$ cat config.mk
export PLATFORM = sky130hd
export DESIGN_NAME = srd_mac
export DESIGN_NICKNAME = d
export VERILOG_FILES = /design/src/rtl/core/srd_pkg.sv /design/src/rtl/core/srd_mac.sv
export SDC_FILE = /design/constraint.sdc
export NUM_CORES = 2
export LEC_CHECK = 0
export ABC_AREA = 1
export CORE_ASPECT_RATIO = 0.9
export CORE_MARGIN = 3
export CORE_UTILIZATION = 60
export CTS_BUF_LIST = sky130_fd_sc_hd__clkbuf_8
export CTS_CLUSTER_DIAMETER = 40
export DETAILED_ROUTE_END_ITERATION = 10
export DONT_BUFFER_PORTS = 1
export PLACE_DENSITY = 0.76
export SYNTH_ARGS = -nofsm -noshare
export SYNTH_HDL_FRONTEND = slang
export SYNTH_SLANG_ARGS = --single-unit
$ cat constraint.sdc
create_clock -name clk -period 19.65 [get_ports clk]
set_input_delay 3.93 -clock clk [delete_from_list [all_inputs] [get_ports clk]]
set_output_delay 3.93 -clock clk [all_outputs]
set_load 0.02 [all_outputs]
$ cat src/rtl/core/srd_pkg.sv
// srd_pkg: shared widths, command codes, register indexes and control types
// for the sparse row dot-product and update block
// no dependencies
`default_nettype none

package srd_pkg;

  localparam int CMD_W      = 2;
  localparam int COL_W      = 10;
  localparam int DATA_W     = 32;
  localparam int ACC_W      = 64;
  localparam int NORM_W     = 63;
  localparam int MODE_W     = 2;
  localparam int CFG_IDX_W  = 2;
  localparam int CFG_DATA_W = 10;

  // commands
  localparam logic [CMD_W-1:0] CMD_ACCUM  = 2'd0;
  localparam logic [CMD_W-1:0] CMD_UPDATE = 2'd1;
  localparam logic [CMD_W-1:0] CMD_WRITE  = 2'd2;
  localparam logic [CMD_W-1:0] CMD_READ   = 2'd3;

  // projection modes
  localparam logic [MODE_W-1:0] PROJ_NONE   = 2'd0;
  localparam logic [MODE_W-1:0] PROJ_NONNEG = 2'd1;
  localparam logic [MODE_W-1:0] PROJ_BOX    = 2'd2;

  // configuration register indexes
  localparam logic [CFG_IDX_W-1:0] REG_PROJ_MODE  = 2'd0;
  localparam logic [CFG_IDX_W-1:0] REG_RANGE_LOW  = 2'd1;
  localparam logic [CFG_IDX_W-1:0] REG_RANGE_HIGH = 2'd2;

  // sequencer to multiply-accumulate unit
  typedef struct packed {
    logic load_a;      // capture product into the first product register
    logic load_b;      // capture product into the square register
    logic accumulate;  // fold both products into the running sums, or clear them with row_end
    logic row_end;     // clear the running sums after this element
  } srd_mac_ctrl_t;

endpackage

`default_nettype wire

$ cat src/rtl/core/srd_mac.sv
// srd_mac: shared 32x32 multiplier with product registers and the saturating
// dot-product and squared-norm accumulators
// uses srd_pkg for widths and the control struct
`default_nettype none

module srd_mac (
  input  wire logic                              clk,
  input  wire logic                              rst,
  input  wire srd_pkg::srd_mac_ctrl_t            ctrl,
  input  wire logic signed [srd_pkg::DATA_W-1:0] mul_x,
  input  wire logic signed [srd_pkg::DATA_W-1:0] mul_y,
  output logic signed      [srd_pkg::ACC_W-1:0]  prod_a,
  output logic signed      [srd_pkg::ACC_W-1:0]  dot_acc,
  output logic             [srd_pkg::NORM_W-1:0] norm_acc,
  output logic signed      [srd_pkg::ACC_W-1:0]  dot_new,
  output logic             [srd_pkg::NORM_W-1:0] norm_new
);
  import srd_pkg::*;

  logic signed [ACC_W-1:0]  product;
  logic        [NORM_W-1:0] prod_b;
  logic        [ACC_W:0]    dot_wide;
  logic        [ACC_W-1:0]  norm_wide;

  assign product = ACC_W'(mul_x) * ACC_W'(mul_y);

  always_ff @(posedge clk) begin
    if (ctrl.load_a) begin
      prod_a <= product;
    end
    if (ctrl.load_b) begin
      prod_b <= product[NORM_W-1:0];
    end
  end

  // signed saturating add for the dot product
  always_comb begin
    dot_wide = {dot_acc[ACC_W-1], dot_acc} + {prod_a[ACC_W-1], prod_a};
    if (dot_wide[ACC_W] != dot_wide[ACC_W-1]) begin
      dot_new = dot_wide[ACC_W] ? {1'b1, {(ACC_W-1){1'b0}}} : {1'b0, {(ACC_W-1){1'b1}}};
    end else begin
      dot_new = dot_wide[ACC_W-1:0];
    end
  end

  // both terms non-negative, only the upper limit can be hit
  always_comb begin
    norm_wide = {1'b0, norm_acc} + {1'b0, prod_b};
    if (norm_wide[NORM_W]) begin
      norm_new = {NORM_W{1'b1}};
    end else begin
      norm_new = norm_wide[NORM_W-1:0];
    end
  end

  always_ff @(posedge clk) begin
    if (rst) begin
      dot_acc  <= '0;
      norm_acc <= '0;
    end else if (ctrl.accumulate) begin
      if (ctrl.row_end) begin
        dot_acc  <= '0;
        norm_acc <= '0;
      end else begin
        dot_acc  <= dot_new;
        norm_acc <= norm_new;
      end
    end
  end

endmodule

`default_nettype wire
# Word-level counts from Yosys, hierarchy flattened
# Index checks and enable logic that the tools add are counted.
[word_totals] reg_bits=254 latch_bits=0 mem_bits_rw=0 rom_bits=0 output_inout_bits=318 word_cells=13 n_memories=0
[classes] n_addsub=2 mul=1 div_mod_pow=0 n_lt_le_gt_ge=0 eq_ne=1 n_shift=0 muxes=5 bitwise=0 reduce_logical=0
[ops] op="2-to-1 mux 64 bit" count=3
[ops] op="2-to-1 mux 63 bit" count=2
[ops] op="adder 64 x 64 -> 65 bit" count=1
[ops] op="adder 63 x 63 -> 64 bit" count=1
[ops] op="multiplier 32 x 32 -> 64 bit" count=1
[ops] op="inequality test 1 bit" count=1

# Depth between registers and ports, before layout
[logic_depth] word_depth=4 mapped_depth=33 ltp_nobuf=32

# Worst setup path before layout
# No wires, ideal clock.
[synth_path] path_type="input to register" from="input port mul_x[31] in the netlist's numbering" to="register prod_a[58] in the netlist's numbering, data pin" setup_ps=269 arrival_time_ps=10643 slack_ps=8738 cell_stages=25 path_buffers=1 cell_sequence="clkbuf_1 nand2_1 inv_1 fa_1 inv_1 fa_1 inv_1 fa_1 fa_1 inv_1 fa_1 inv_1 fa_1 inv_1 fa_1 inv_1 fa_1 ha_1 nand2_1 nor2_1 inv_1 nor4_1 nand2_1 o211ai_1 xor2_1"
[synth_between] elab_chain_cells=1
[synth_rtl] element="start: declaration" line="srd_mac.sv:10" text="input wire logic signed [srd_pkg::DATA_W-1:0] mul_x,"
[synth_rtl] element="multiplier 32 x 32 -> 64 bit" line="srd_mac.sv:25" text="assign product = ACC_W'(mul_x) * ACC_W'(mul_y);"
[synth_rtl] element="via product[58]" line="srd_mac.sv:20" text="logic signed [ACC_W-1:0] product;"
[synth_rtl] element="end signal: assignment" line="srd_mac.sv:29" text="prod_a <= product;"
[synth_rtl] element="end: declaration" line="srd_mac.sv:12" text="output logic signed [srd_pkg::ACC_W-1:0] prod_a,"
# The timed path passes the listed nets, and every way through them passes these cells.
# A chain may end at the register's enable or synchronous reset.

# Worst setup path after layout
[layout_path] from="input port mul_y[2] in the netlist's numbering" to="register prod_a[63] in the netlist's numbering, data pin"
[layout_between] elab_chain_cells=1
[layout_rtl] element="start: declaration" line="srd_mac.sv:11" text="input wire logic signed [srd_pkg::DATA_W-1:0] mul_y,"
[layout_rtl] element="multiplier 32 x 32 -> 64 bit" line="srd_mac.sv:25"
[layout_rtl] element="via product[63]" line="srd_mac.sv:20"
# The timed path passes the listed nets, and every way through them passes these cells.

==> parameters.txt <==
Parameter                              Value

Status
  Status    completed

Die
  Effective utilization at floorplan    about 60%
  Ports    about 390
  Die Ht    298 microns
  Site row count    106
  Core Region    0.0935 sq mm
  Floorplan die area    0.0985 sq mm
  Chip width    between 300 and 400 microns

Setup path
  Crit. End Element    register
  Cell depth of the worst flop-to-flop path    14
  Crit path arrival time    11,230 ps
  Nature of the critical path startpoint    primary input
  Reg2Reg Setup Slack    15,250 ps
  Peak fanout along the critical path    32
  Worst R2R Start    norm_acc[46]
  CP Data Required Time    20,060 ps
  Reg-to-Reg End    norm_acc[38]
  Kind of critical path    primary input to register
  Start point of the critical path    mul_y[2]
  Critical Path Sink    prod_a[63]

Synthesis
  EDFF count, synth    127
  Number of cells produced by synthesis    7,514
  Post-synth net total    8,979
  Post-synth ARST share    0%
  Yosys cell types    46
  Largest area contributor in the synthesized netlist    fa_1
  FF+latch count, synth    ~250
  Synth top area cells    fa_1 38%, nand2_1 14%, inv_1 13%
  Average cell area after synthesis    7.57 sq um
  Post-synthesis sequential area ratio    11.2%
  Yosys warning count    0
  Main flop type after synthesis    edfxtp_1
  Share of the synthesized area in the top cell type    about two fifths
  Combined area of all synthesized cells    between 0.05 and 0.06 sq mm

Route
  DR WL/cell    approximately 23 microns
  Residual antenna-violating net count after detailed routing    0
  Count of vias placed by the detailed router    48,500
  Drt first pass iters    7
  Iteration-0 DRC Markers    slightly above 5,000
  Post-DR vias/cell    5.64
  Residual DRC count    0
  Detailed Route WL    just under 200,000 microns

CTS
  Clock latency on the worst-skew pair    approximately 660 ps
  Number of buffers added by the clock tree synthesis step    44
  CTS Hold Bufs    0
  CTS tree    built
  Setup Buffers After CTS    0
  Clock H-tree levels    2
  Clock edge transition at the registers on the reported setup and hold paths    approximately 60 ps
  Sink count of the clock tree    254
  Largest buffer count on any clock path    3
  Count of instances resized after the clock tree is built    0
  Root buf cell    clkbuf_8

STA
  Total count of hold-check failures in the final report    0
  Worst setup skew after layout    58.8 ps
  Setup repair after global routing missed its margin    no
  Final sum of negative setup slack    0 ps
  Highest achievable clock rate    0.0924 GHz
  Final setup violating endpoints    0
  Remaining max-slew budget at the tightest pin    11.4%
  Max-slew violation count    0
  Share of the clock period used by the worst path    55.1%
  Tmin final    10,820 ps
  Transition time at the pin with the least slew margin    ~1300 ps

Global route
  Global Route met2 Usage    61.1%
  Maximum number of pins on one net before global-route repair    128
  Number of antenna violations at the first check in global routing    3
  Vias in the first global route    49,100
  Total global-route track usage    between 30% and 40%
  Most used routing layer in global routing    met2
  Global-route wire length before repair    296,000 microns
  Global-route congestion overflow total    0
  Met3 track demand over resource in global routing    between 10 and 15%
  GR Util met1    53.0%

Finish
  Post-layout nets    8,783
  Share of final-layout standard cells stronger than drive strength 1    4.19%
  Area growth, synth to finish    2.50%
  Filler cell count    around 8,400

Hold path
  Path class of the lowest-slack min-delay path    register to register
  Hold wc startpoint    norm_acc[9]

Placement
  Routability congestion estimate from global placement    roughly 1.1
  Count of input and output buffers    0
  Final HPWL from detailed placement    roughly 160,000 microns

Job
  Number of violations of the max-capacitance limit    0
layout make-up:
type	instances	area (sq um)	area share, %
tap	1242	1550	2.67
inverter	1929	7240	12.4
sequential	254	6360	10.9
timing repair buffer	9	67.6	0.116
antenna	5	12.5	0.0215
multi-input combinational	5080	42200	72.3
clock inverter	35	270	0.464
clock buffer	46	633	1.09
flip-flops by register name, indices dropped and copies added (netlist names):
register	count
dot_acc	64
norm_acc	63
prod_a	64
prod_b	63
routing by layer:
metal	wire [microns]	up-vias
met3	24400	513
met1	75200	23500
met2	85200	2921
met4	10000	0
met5	0	-
li1	-	21600
critical path, stage by stage:
cell and delay [ps]:
nand2_1 80, inv_1 90, fa_1 600, fa_1 460, fa_1 960, fa_1 710
inv_1 400, fa_1 600, inv_1 50, fa_1 530, inv_1 50, fa_1 470
inv_1 50, fa_1 450, ha_1 390, a21oi_1 260, inv_1 60, a31oi_1 230
o21ai_0 180, nand2_1 100, o2111ai_1 120, a31oi_1 220, nand2_1 90, nand2_1 70
nand2_1 50
synthesized netlist by cell type, types with 16 or more instances:
master and number:
nor2_1 370, xor2_1 85, a21oi_1 339, ha_1 311, nand2_2 148, o21ai_0 132, nand3_2 19, nor3_1 36
nand4_1 43, xnor2_1 44, dfxtp_1 127, clkbuf_1 227, edfxtp_1 127, fa_1 1084, a31oi_1 30, nand2_1 2123
inv_1 1915, or2_2 16, o21bai_1 32, a21o_1 19, nand3_1 156, nor4_1 17
worst min path at each step:
| stage | to | slack [ps] | cells after the start |
|---|---|---|---|
| CTS | dot_acc[4] | 590 | 2 |
| floorplan | dot_acc[63] | 560 | 2 |
| global route | norm_acc[8] | 610 | 2 |
| finish | norm_acc[9] | 590 | 2 |
| global placement | dot_acc[4] | 570 | 2 |
| detailed placement | dot_acc[4] | 570 | 2 |
layout by cell type (no fill, tap or decap), drive strengths merged, types with 85 or more instances in the layout:
| cell type | netlist | layout |
|---|---|---|
| a21oi | 352 | 352 |
| dfxtp | 127 | 127 |
| edfxtp | 127 | 127 |
| fa | 1084 | 1084 |
| ha | 311 | 311 |
| inv | 1929 | 1937 |
| nand2 | 2273 | 2273 |
| nand3 | 175 | 175 |
| nor2 | 379 | 379 |
| o21ai | 136 | 136 |
| xor2 | 85 | 85 |
kinds of logic after synthesis:
group                    after synthesis  share of synthesized area [%]
AND/OR/NAND/NOR                     2961                           21.4
buffers and inverters               2180                           14.7
adder cells (fa/ha/maj)             1395                           45.0
AO/OA/AOI/OAI                        595                           5.73
flip-flops                           254                           11.2
XOR/XNOR                             129                           1.99
metrics by stage:
| stage | util (%) | worst slack (ps) | instance area, sq um | instances | hold slack (ps) |
|---|---|---|---|---|---|
| 2_1_floorplan | - | 8740 | 56900 | 7514 | 560 |
| 3_3_place_gp | 61.4 | 8180 | 57400 | 8514 | 574 |
| 3_5_place_dp | 61.4 | 8130 | 57400 | 8514 | 574 |
| 4_1_cts | 62.3 | 8830 | 58300 | 8595 | 586 |
| 5_1_grt | 62.3 | 8290 | 58300 | 8596 | 607 |
| 6_report | 62.4 | 8830 | 58300 | 8600 | 591 |
Power is not shown: default switching activity piles up to over one toggle a cycle in this logic, so the estimate is an artifact.
